==> src/design/esie_pkg.sv <==
package esie_pkg;

  localparam int TABLE_BYTES = 512;
  localparam int TAB_AW      = $clog2(TABLE_BYTES);
  localparam int HDR_LEN     = 52;
  localparam logic [31:0] ELF_MAGIC   = 32'h464c457f;
  localparam logic [15:0] ELF_EXEC    = 16'd2;
  localparam logic [15:0] MACHINE_ARM = 16'd40;
  localparam logic [31:0] PT_LOAD     = 32'd1;
  localparam int Q_DEPTH = 4;
  localparam int Q_AW    = $clog2(Q_DEPTH);

  localparam logic [1:0] KIND_DATA  = 2'd0;
  localparam logic [1:0] KIND_FILL  = 2'd1;
  localparam logic [1:0] KIND_END   = 2'd2;
  localparam logic [1:0] KIND_ERROR = 2'd3;

  localparam logic [1:0] ERR_NOT_ARM   = 2'd0;
  localparam logic [1:0] ERR_BEHIND    = 2'd1;
  localparam logic [1:0] ERR_TABLE_BIG = 2'd2;

  typedef struct packed {
    logic [1:0]  kind;
    logic [7:0]  byte_value;
    logic [31:0] address;
    logic [31:0] fill_length;
    logic [1:0]  error_code;
    logic        last_of_run;
  } result_t;

  function automatic result_t mk_result(logic [1:0] kind, logic [7:0] val,
                                        logic [31:0] addr, logic [31:0] len,
                                        logic [1:0] err);
    result_t r;
    r.kind        = kind;
    r.byte_value  = val;
    r.address     = addr;
    r.fill_length = len;
    r.error_code  = err;
    r.last_of_run = 1'b0;
    return r;
  endfunction

endpackage

==> src/design/esie_queue.sv <==
module esie_queue (
  input  logic             clk,
  input  logic             rst_n,
  input  logic             push,
  input  esie_pkg::result_t push_data,
  output logic             full,
  output logic             out_valid,
  input  logic             out_stall,
  output esie_pkg::result_t out_data
);
  import esie_pkg::*;

  result_t         slot_r [Q_DEPTH];
  logic [Q_AW-1:0] wr_r;
  logic [Q_AW-1:0] rd_r;
  logic [Q_AW:0]   count_r;
  logic            pop;

  assign full      = (count_r == (Q_AW+1)'(Q_DEPTH));
  assign out_valid = (count_r != '0);
  assign out_data  = slot_r[rd_r];
  assign pop       = out_valid && !out_stall;

  always_ff @(posedge clk) begin
    if (!rst_n) begin
      wr_r    <= '0;
      rd_r    <= '0;
      count_r <= '0;
    end else begin
      if (push) begin
        slot_r[wr_r] <= push_data;
        wr_r         <= wr_r + 1'b1;
      end
      if (pop) begin
        rd_r <= rd_r + 1'b1;
      end
      count_r <= count_r + (Q_AW+1)'(push) - (Q_AW+1)'(pop);
    end
  end

endmodule

==> config.mk <==
export PLATFORM = sky130hd
export DESIGN_NAME = esie_queue
export DESIGN_NICKNAME = d
export VERILOG_FILES = /design/src/design/esie_pkg.sv /design/src/design/esie_queue.sv
export SDC_FILE = /design/constraint.sdc
export NUM_CORES = 1
export LEC_CHECK = 0
export BUFFER_PORTS_ARGS = -buffer_cell sky130_fd_sc_hd__buf_2
export CORE_MARGIN = 8
export CORE_UTILIZATION = 45
export CTS_BUF_LIST = sky130_fd_sc_hd__clkbuf_16
export DETAILED_ROUTE_END_ITERATION = 16
export PLACE_DENSITY = 0.7
export SYNTH_ARGS = -nofsm -noshare
export SYNTH_HDL_FRONTEND = slang
export SYNTH_SLANG_ARGS = --single-unit
==> constraint.sdc <==
create_clock -name clk -period 3.6 [get_ports clk]
set_input_delay 0.72 -clock clk [delete_from_list [all_inputs] [get_ports clk]]
set_output_delay 0.72 -clock clk [all_outputs]
set_load 0.005 [all_outputs]
==> metrics.log, run 1 <==
INFO  metric cts.path.max_buffers = 3
INFO  metric setup_tns = 0 ns
INFO  metric worstPathCellList = buf_12, mux4_2, buf_2
INFO  metric post-route-drc-count = 0
INFO  metric rsz0062_at_grt = no
INFO  metric post-cts-setup-buffers = 0
INFO  metric synthDistinctLibCells = 25
INFO  metric area_enclosed_by_the_die_boundary = 31200 um2
INFO  metric post_drt_via_cell_ratio = 5.236
INFO  metric cp.buffers_inverters = 2
INFO  metric die-width = 176.6 um
INFO  metric place_hpwl = 13310 um
INFO  metric cts.htree.levels = 2
INFO  metric floorplan.core_area = 25250 um2
INFO  metric cts-buffers-inserted = 34
INFO  metric nFillCells = 1894
INFO  metric cts-resized-gates = 0
INFO  metric least_margin_pin_slew = between 0.6 and 0.7 ns
INFO  metric detail_route.wl_per_cell = between 20 and 25 um
INFO  metric drt_iter0_markers = around 290
INFO  metric core.rowCount = 58
INFO  metric achievable_freq = about 330 MHz
INFO  metric layout_commonest_cell = edfxtp_1
INFO  metric endpoint_arrival_time_on_the_critical_path = ~2.3 ns
INFO  metric remaining_number_of_nets_flagged_by_the_antenna_check_after_routing = 0
INFO  metric gp_congestion = between 0.6 and 0.7
INFO  metric skew = 0.01741 ns
INFO  metric io_buffers = 159
INFO  metric slowest_stage = dfxtp_4
INFO  metric clock_insertion_delay_worst_skew = 0.50 ns
INFO  metric mappedNetlistArea = 11610 um2
INFO  metric start_util = 45.98%
INFO  metric area.growth.synth_to_final = 20.23%
INFO  metric netSwitchingFraction = 21.94%
INFO  metric timing.hold.worst.class = in -> reg
INFO  metric p_int = 6.959 mW
INFO  metric count_of_yosys_warnings_during_synthesis = 0
INFO  metric wl = 21490 um
INFO  metric finalHoldViolCount = 0
INFO  metric grt_pass1_vias = about 5900
INFO  metric vias = 5173
INFO  metric cp_slowest_stage_delay = 0.68 ns
INFO  metric power.ir.vdd_worst = 0.4019 mV
INFO  metric max_cap_violations = 0
INFO  metric run_status = completed
INFO  metric synth_cells = roughly 450
INFO  metric ios = 160
INFO  metric synth.yosys.seq_area_share = approximately four fifths
INFO  metric cp_data_required_time = 2.88 ns
INFO  metric share_of_the_core_filled_with_cells_in_the_final_layout = 55.28%
INFO  metric crit_path_end_kind = output port
INFO  metric avgSynthCellArea = 25.75 um2
INFO  metric tritoncts = done
INFO  metric final_nets = about 720
INFO  metric timing_max_transition_violations_final = 0
INFO  metric synth_fp_nets = 539
INFO  metric timing.final.setup_violations = 0
INFO  metric start_kind = register
INFO  metric path_class = reg -> out
INFO  metric antenna_found_initial = 3
INFO  metric share_clk_of_total_power = 38.9%
INFO  metric slew-limit-headroom = a little over half
INFO  metric synth.ff_latch_count = 317
INFO  metric remaining_overflow_grt = 0
INFO  metric layout_common_cells = 308 x edfxtp_1, 159 x buf_2, 77 x mux4_2, 35 x clkbuf_16, 11 x inv_1
INFO  metric cts_hold_buffers_added = 0
INFO  metric power.sequential.fraction = 47.8%
INFO  metric cts-root-buf = clkbuf_16
INFO  metric grt_max_degree = 78
INFO  metric cp_top_family = flip-flops
INFO  metric p_per_area = around 640 nW/um2
INFO  metric grt_util_all_layers = between 10% and 20%
INFO  metric clock_slew_seen_by_the_registers_of_the_worst_setup_and_hold_paths = around 0.060 ns
INFO  metric power_switching = 1.956 mW
INFO  metric global_route_wire_length_before_repair = about 33000 um
INFO  metric clock_sink_count = 317
INFO  metric die_height = 176.6 um
INFO  metric min_period = around 3 ns
INFO  metric post-route-period-util = 83.34%
INFO  metric share_of_final_layout_standard_cells_stronger_than_drive_strength_1 = 45.97%
INFO  metric p_leak = 4.683 nW
INFO  metric power_frac_comb = 13.3%
INFO  metric critical_path.max_fanout = 30
INFO  metric drt-pass1-iter-count = 4
metrics by stage:
step	power [mW]	std cells	setup slack, ns	hold slack [ns]	area [um2]
2_1_floorplan	5.117	451	0.3544	0.4451	11610
3_5_place_dp	5.566	928	1.068	0.4906	12820
4_1_cts	9.034	987	0.5171	0.4122	13960
3_3_place_gp	5.522	928	1.074	0.4515	12820
5_1_grt	9.261	988	0.4296	0.4112	13960
6_report	8.915	988	0.5996	0.4356	13960
synthesized netlist by cell type:
master      n  area (um2)
edfxtp_1  308        9249
mux4_2     77        1734
dfxtp_1     9       180.2
inv_1       7       26.28
ha_1        6       75.07
and3_1      5       31.28
buf_2       5       25.02
clkbuf_1    5       18.77
and2_1      4       25.02
buf_12      4       80.08
buf_4       4       30.03
a21boi_0    2       15.01
mux2i_1     2       20.02
xnor2_1     2       17.52
buf_6       1       11.26
fa_1        1       20.02
nand2_1     1       3.750
nand2b_1    1       6.260
nor2_1      1       3.750
nor2b_1     1       6.260
nor3_1      1       5.000
nor3b_1     1       7.510
o21ai_0     1       5.000
or3_1       1       6.260
xor2_1      1       8.760
area by class of cell:
type,instances,area (um2),share of cell area (%)
Sequential cell,317,9437,67.60
Multi-Input combinational cell,108,2011,14.40
Timing Repair Buffer,166,935.9,6.704
Clock buffer,35,875.8,6.274
Tap cell,330,412.9,2.958
Clock inverter,24,259.0,1.855
Inverter,7,26.28,0.1882
Antenna cell,1,2.502,0.01793
power groups by stage:
stage	Sequential [mW]	Clock (mW)	Combinational, mW
floorplan	4.29	0	0.832
global placement	4.33	0	1.19
detailed placement	4.34	0	1.22
CTS	4.27	3.54	1.23
global route	4.28	3.69	1.30
finish	4.26	3.47	1.18
per-layer routing:
layer	global-route usage, %	up-vias	part of all wire, %
li1	-	2296	-
met1	17.02	2660	40
met2	23.24	172	51
met3	4.288	41	7.5
met4	4.028	4	1.9
met5	0	-	0.11
final timing paths:
check | from | end | cells after the start | slack [ns]
min | push_data[7] | slot_r[2][7] | 1 | 0.44
min reg2reg | rd_r[1] | register | 2 | 0.50
max | register | out_data[23] | 3 | 0.60
max reg2reg | count_r[1] | count_r[2] | 9 | 1.37
registers in the layout (all words and copies together) (netlist names), named ones only:
name,flops
slot_r,308
wr_r,2
count_r,3
rd_r,2
logic make-up after synthesis:
family	count (synthesis)	synth area share, %
AO/OA/AOI/OAI	3	0.1723
XOR/XNOR	3	0.2263
adder cells (fa/ha/maj)	7	0.8190
buffers and inverters	26	1.649
flip-flops	317	81.21
multiplexers	79	15.11
AND/OR/NAND/NOR	16	0.8190
Power figures use the tool's default switching activity.
==> inputs of run 2 (changes only) <==
clock period = 3.1 ns   (was 3.6 ns; I/O delays follow)
==> metrics.log, run 2 (synthesis results as in run 1) <==
INFO  metric run_status = completed
INFO  metric slowest_stage = mux4_2
INFO  metric cts_hold_buffers_added = 0 (unchanged)
INFO  metric rrSetupSlack = 0.73 ns (-0.64 ns)
INFO  metric area_enclosed_by_the_die_boundary = 31200 um2 (unchanged)
INFO  metric io_buffers = 159 (unchanged)
INFO  metric clock_sink_count = 317 (unchanged)
INFO  metric cts.path.max_buffers = 3 (unchanged)
INFO  metric post-route-drc-count = 0 (unchanged)
INFO  metric timing_max_transition_violations_final = 0 (unchanged)
INFO  metric p_leak = 4.659 nW (-0.52%)
INFO  metric cp_slowest_stage_delay = 0.58 ns (-0.10 ns)
INFO  metric power.ir.vdd_worst = 0.5373 mV (+34%)
INFO  metric grt_max_degree = 52 (-33%)
INFO  metric setup_tns = 0 ns (unchanged)
INFO  metric grt_pass1_vias = 5896 (-0.25%)
INFO  metric global_route_wire_length_before_repair = 33840 um (+1.6%)
INFO  metric endpoint_arrival_time_on_the_critical_path = 2.09 ns (-0.19 ns)
INFO  metric die_height = 176.6 um (unchanged)
INFO  metric wl = 21950 um (+2.1%)
INFO  metric largest_register_ff_count = 308 (unchanged)
INFO  metric hold_depth = 1 (unchanged)
INFO  metric cts-root-buf = clkbuf_16
INFO  metric rsz0062_at_grt = no
INFO  metric skew = 0.01542 ns (-0.001984 ns)
INFO  metric worstReg2RegEnd = count_r[2]
INFO  metric tritoncts = done
INFO  metric detail_route.wl_per_cell = 22.17 um (+1.9%)
INFO  metric cp_data_required_time = 2.48 ns (-0.40 ns)
INFO  metric largestRegisters = slot_r: 308 flops, count_r: 3 flops
INFO  metric hold_end = slot_r[3][56]
INFO  metric source_of_the_worst_register_to_register_timing_path = count_r[1]
INFO  metric post-route-cell-area = 13940 um2 (-0.13%)
INFO  metric timing.final.setup_violations = 0 (unchanged)
INFO  metric post-cts-setup-buffers = 0 (unchanged)
INFO  metric worstPathCellList = buf_12, mux4_2, buf_2
INFO  metric area.growth.synth_to_final = 20.08%
INFO  metric cp.buffers_inverters = 2 (unchanged)
INFO  metric power_total = 10.24 mW (+15%)
INFO  metric final_nets = 723 (+0.14%)
INFO  metric cts-buffers-inserted = 31 (-8.8%)
INFO  metric vias = 5213 (+0.77%)
INFO  metric crit_path_end_kind = output port
INFO  metric core.rowCount = 58 (unchanged)
INFO  metric remaining_number_of_nets_flagged_by_the_antenna_check_after_routing = 0 (unchanged)
INFO  metric ios = 160 (unchanged)
INFO  metric cp_top_family = multiplexers
INFO  metric share_of_final_layout_standard_cells_stronger_than_drive_strength_1 = 45.83% (-0.14 points)
INFO  metric antenna_found_initial = 1 (-2)
INFO  metric timing.hold.worst.class = in -> reg
INFO  metric critical_path_depth = 3 (unchanged)
INFO  metric min_period = 2.714 ns
INFO  metric grt_util_all_layers = 14.05% (+0.23 points)
INFO  metric place_hpwl = 13820 um (+3.8%)
INFO  metric die-width = 176.6 um (unchanged)
INFO  metric layout_common_cells = 308 x edfxtp_1, 159 x buf_2, 77 x mux4_2, 31 x clkbuf_16, 9 x inv_1
INFO  metric layoutNonFillerInstCount = 990 (+0.20%)
INFO  metric worst_slack = 0.3864 ns (-0.2132 ns)
INFO  metric max_flop_register = slot_r
INFO  metric layout_commonest_cell = edfxtp_1
INFO  metric gp_congestion = 0.7189 (+7.4%)
INFO  metric path_class = reg -> out
INFO  metric drt_iter0_markers = 387 (+33%)
INFO  metric drt-pass1-iter-count = 4 (unchanged)
INFO  metric post-route-period-util = roughly 90%
INFO  metric achievable_freq = 368.5 MHz
INFO  metric clock_insertion_delay_worst_skew = 0.54 ns (+0.04 ns)
INFO  metric dp_slack = 0.7675 ns (-0.3006 ns)
INFO  metric critical_path.max_fanout = 39 (+30%)
INFO  metric finalHoldViolCount = 0 (unchanged)
INFO  metric placed_cell_area = 12850 um2 (+0.23%)
INFO  metric max_cap_violations = 0 (unchanged)
INFO  metric clock_slew_seen_by_the_registers_of_the_worst_setup_and_hold_paths = 0.06 ns (about the same)
INFO  metric start_kind = register
INFO  metric hp-start = push_data[56]
INFO  metric remaining_overflow_grt = 0 (unchanged)
INFO  metric floorplan.core_area = 25250 um2 (unchanged)
INFO  metric start_util = 45.98% (unchanged)
INFO  metric cts-resized-gates = 0 (unchanged)
INFO  metric slew-limit-headroom = 61.31% (+6.9 points)
INFO  metric post_drt_via_cell_ratio = 5.266 (+0.57%)
INFO  metric least_margin_pin_slew = 0.5803 ns (-0.1040 ns)
INFO  metric post-place-cells = 932 (+0.43%)
INFO  metric cts.htree.levels = 1 (-1)
INFO  metric timing.reg2reg.worst_path_depth = 9 (unchanged)
INFO  metric p_per_area = 734.6 nW/um2 (+15%)
[run 2: cell count changes in the layout (fill, tap and decap cells not counted), sizes merged]
cell      before  now
clkinv        13   12
inv           12   10
buf          166  170
clkbuf        35   31
clkinvlp       1    4
bufinv         5    7
[run 2: layout make-up]
cell class / count / area, um2
clock inverter: 26 / 311.5
clock buffer: 31 / 775.7
multi-input combinational: 108 / 2011
fill: 1918 / 11310
tap: 330 / 412.9
antenna: 1 / 2.502
inverter: 7 / 26.28
sequential: 317 / 9437
timing repair buffer: 170 / 965.9
[run 2: worst reg2reg max path: cells and delay by family (launching register included)]
| kind | cells | cell delay, ns |
|---|---|---|
| xor+xnor | 2 | 0.27 |
| fa+ha+maj | 3 | 0.91 |
| buf+inv | 1 | 0.04 |
| flops | 1 | 0.32 |
| simple gates | 3 | 0.75 |
[run 2: through the flow]
stage	hold WS [ns]	utilization, %
floorplan	0.4451	-
global placement	0.4450	50.89
detailed placement	0.4715	50.89
CTS	0.2602	55.20
global route	0.2621	55.20
finish	0.2892	55.21
[run 2: how the worst max path moves through the flow]
stage,from,end,slack [ns]
2_1_floorplan,rst_n,slot_r[3][0],0.18
3_3_place_gp,out_stall,count_r[2],0.88
3_5_place_dp,count_r[1],count_r[2],0.77
4_1_cts,register,out_data[74],0.31
5_1_grt,register,out_data[74],0.25
6_report,register,out_data[74],0.39
[run 2: where the power goes]
part | internal [mW] | switching [mW] | total, mW
Sequential | 4.85 | 0.0798 | 4.93
Combinational | 0.756 | 0.652 | 1.41
Clock | 2.40 | 1.50 | 3.90
Total | 8.01 | 2.23 | 10.2
[run 2: layer usage]
metal	part of all wire, %	up-vias	track usage [%]
li1	-	2295	-
met1	41	2717	17.53
met2	50	167	24.06
met3	7.1	32	3.627
met4	1.7	2	3.783
met5	0.077	-	0
==> inputs of run 3 (changes only) <==
CORE_UTILIZATION = 57   (was 45)
PLACE_DENSITY = 0.84   (was 0.7)
SLEW_MARGIN = 20   (was default)
clock period = 3.05 ns   (was 3.1 ns; I/O delays follow)
==> metrics.log, run 3 (synthesis results as in run 1) <==
INFO  metric layout_commonest_cell = edfxtp_1
INFO  metric nFillCells = 1213 (-37%)
INFO  metric vias = 5236 (+0.44%)
INFO  metric clock_slew_seen_by_the_registers_of_the_worst_setup_and_hold_paths = 0.07 ns (about the same)
INFO  metric grt_max_degree = 53 (+1.9%)
INFO  metric worst_slack = 0.2494 ns (-0.1369 ns)
INFO  metric die-width = 158.7 um (-10%)
INFO  metric global_route_wire_length_before_repair = 34110 um (+0.77%)
INFO  metric slowest_stage = mux4_2
INFO  metric rsz0062_at_grt = no
INFO  metric min_period = between 2 and 3 ns
INFO  metric timing_max_transition_violations_final = 0 (unchanged)
INFO  metric cts_hold_buffers_added = 0 (unchanged)
INFO  metric cp.buffers_inverters = 2 (unchanged)
INFO  metric drt_iter0_markers = 360 (-7.0%)
INFO  metric ios = 160 (unchanged)
INFO  metric layout_common_cells = 308 x edfxtp_1, 159 x buf_2, 77 x mux4_2, 31 x clkbuf_16, 10 x inv_1
INFO  metric share_of_final_layout_standard_cells_stronger_than_drive_strength_1 = 46.07% (+0.25 points)
INFO  metric cp_slowest_stage_delay = 0.58 ns (about the same)
INFO  metric power_switching = 2.243 mW (+0.51%)
INFO  metric cp_top_family = multiplexers
INFO  metric largest_register_ff_count = 308 (unchanged)
INFO  metric critical_path_depth = 3 (unchanged)
INFO  metric setup_tns = 0 ns (unchanged)
INFO  metric cp_data_required_time = 2.44 ns (-0.04 ns)
INFO  metric worstPathCellList = buf_12, mux4_2, buf_2
INFO  metric post_drt_via_cell_ratio = 5.612 (+6.6%)
INFO  metric power.ir.vdd_worst = 0.6492 mV (+21%)
INFO  metric p_per_area = 743.3 nW/um2 (+1.2%)
INFO  metric finalHoldViolCount = 0 (unchanged)
INFO  metric run_status = completed
INFO  metric cts-buffers-inserted = 30 (-3.2%)
INFO  metric skew = 0.01270 ns (-0.002719 ns)
INFO  metric post-route-period-util = between 90% and 100%
INFO  metric critical_path.max_fanout = 31 (-21%)
INFO  metric slew-limit-headroom = 56.33% (-5.0 points)
INFO  metric max_flop_register = slot_r
INFO  metric floorplan.core_area = 20100 um2 (-20%)
INFO  metric timing.reg2reg.worst_path_depth = 9 (unchanged)
INFO  metric dp_slack = 0.7737 ns (+0.006169 ns)
INFO  metric power_frac_comb = 13.7% (about the same)
INFO  metric p_int = 8.048 mW (+0.47%)
INFO  metric cts-root-buf = clkbuf_16
INFO  metric p_leak = 4.677 nW (+0.38%)
INFO  metric cts.htree.levels = 1 (unchanged)
INFO  metric post-cts-setup-buffers = 0 (unchanged)
INFO  metric least_margin_pin_slew = 0.6550 ns (+0.07467 ns)
INFO  metric gp_congestion = 0.7199 (+0.14%)
INFO  metric die_height = 158.7 um (-10%)
INFO  metric antenna_found_initial = 3 (+2)
INFO  metric largestRegisters = slot_r: 308 flops, count_r: 3 flops
INFO  metric layoutNonFillerInstCount = 933 (-5.8%)
INFO  metric path_class = reg -> out
INFO  metric netSwitchingFraction = 21.80% (about the same)
INFO  metric clock_sink_count = 317 (unchanged)
INFO  metric cts-resized-gates = 0 (unchanged)
INFO  metric final_nets = 726 (+0.41%)
INFO  metric start_util = 57.75% (+12 points)
INFO  metric area.growth.synth_to_final = 19.23%
INFO  metric drt-pass1-iter-count = 4 (unchanged)
INFO  metric area_enclosed_by_the_die_boundary = 25190 um2 (-19%)
INFO  metric wl = 21990 um (+0.18%)
INFO  metric timing.hold.worst.class = in -> reg
INFO  metric power_total = 10.29 mW (+0.48%)
INFO  metric place_hpwl = 14280 um (+3.3%)
INFO  metric endpoint_arrival_time_on_the_critical_path = 2.19 ns (+0.10 ns)
INFO  metric clock_insertion_delay_worst_skew = 0.54 ns (about the same)
INFO  metric grt_pass1_vias = 5901 (+0.085%)
INFO  metric power.sequential.fraction = 48.9% (+0.7 points)
INFO  metric share_of_the_core_filled_with_cells_in_the_final_layout = 68.86% (+14 points)
INFO  metric achievable_freq = between 300 and 400 MHz
INFO  metric hold_depth = 1 (unchanged)
INFO  metric post-place-cells = 876 (-6.0%)
INFO  metric crit_path_end_kind = output port
INFO  metric io_buffers = 159 (unchanged)
INFO  metric max_cap_violations = 0 (unchanged)
INFO  metric remaining_overflow_grt = 0 (unchanged)
INFO  metric share_clk_of_total_power = 37.4% (-0.7 points)
INFO  metric cts.path.max_buffers = 3 (unchanged)
INFO  metric detail_route.wl_per_cell = 23.57 um (+6.3%)
INFO  metric start_kind = register
INFO  metric grt_util_all_layers = 17.43% (+3.4 points)
INFO  metric timing.final.setup_violations = 0 (unchanged)
INFO  metric post-route-drc-count = 0 (unchanged)
INFO  metric remaining_number_of_nets_flagged_by_the_antenna_check_after_routing = 0 (unchanged)
INFO  metric tritoncts = done
INFO  metric core.rowCount = 52 (-10%)
[run 3: final timing paths]
path	startpoint	endpoint	slack (ns)
worst max-delay path	register	out_data[56]	0.25
worst min-delay path	push_data[28]	slot_r[1][28]	0.28
worst max register to register	count_r[1]	count_r[2]	0.76
worst min register to register	rd_r[1]	register	0.49
[run 3: area by class of cell]
cell class | instances | area (um2) | area share, %
Clock inverter | 25 | 271.5 | 1.961
Antenna cell | 1 | 2.502 | 0.01808
Multi-Input combinational cell | 108 | 2011 | 14.52
Inverter | 7 | 26.28 | 0.1898
Sequential cell | 317 | 9437 | 68.16
Timing Repair Buffer | 174 | 983.4 | 7.103
Tap cell | 270 | 337.8 | 2.440
Clock buffer | 31 | 775.7 | 5.603
[run 3: power groups by stage]
stage | Sequential, mW | Clock, mW | Combinational, mW
after floorplan | 5.06 | 0 | 0.982
after global placement | 5.11 | 0 | 1.40
after detailed placement | 5.13 | 0 | 1.44
after CTS | 5.04 | 3.92 | 1.45
after global routing | 5.05 | 4.09 | 1.54
final | 5.03 | 3.85 | 1.41
[run 3: stage by stage]
step | area (um2) | hold WS [ns]
floorplan | 11610 | 0.4451
global placement | 12790 | 0.4432
detailed placement | 12790 | 0.4747
CTS | 13840 | 0.2602
global route | 13840 | 0.2657
finish | 13840 | 0.2791
[run 3: metal layers]
metal	vias to the layer above	part of all wire (%)	GRT usage, %	wire length (um)
met5	-	0.16	0	36
met4	6	1.6	3.939	355
met3	35	6.6	4.266	1444
met2	187	52	30.65	11460
met1	2709	40	21.55	8689
li1	2299	-	-	-
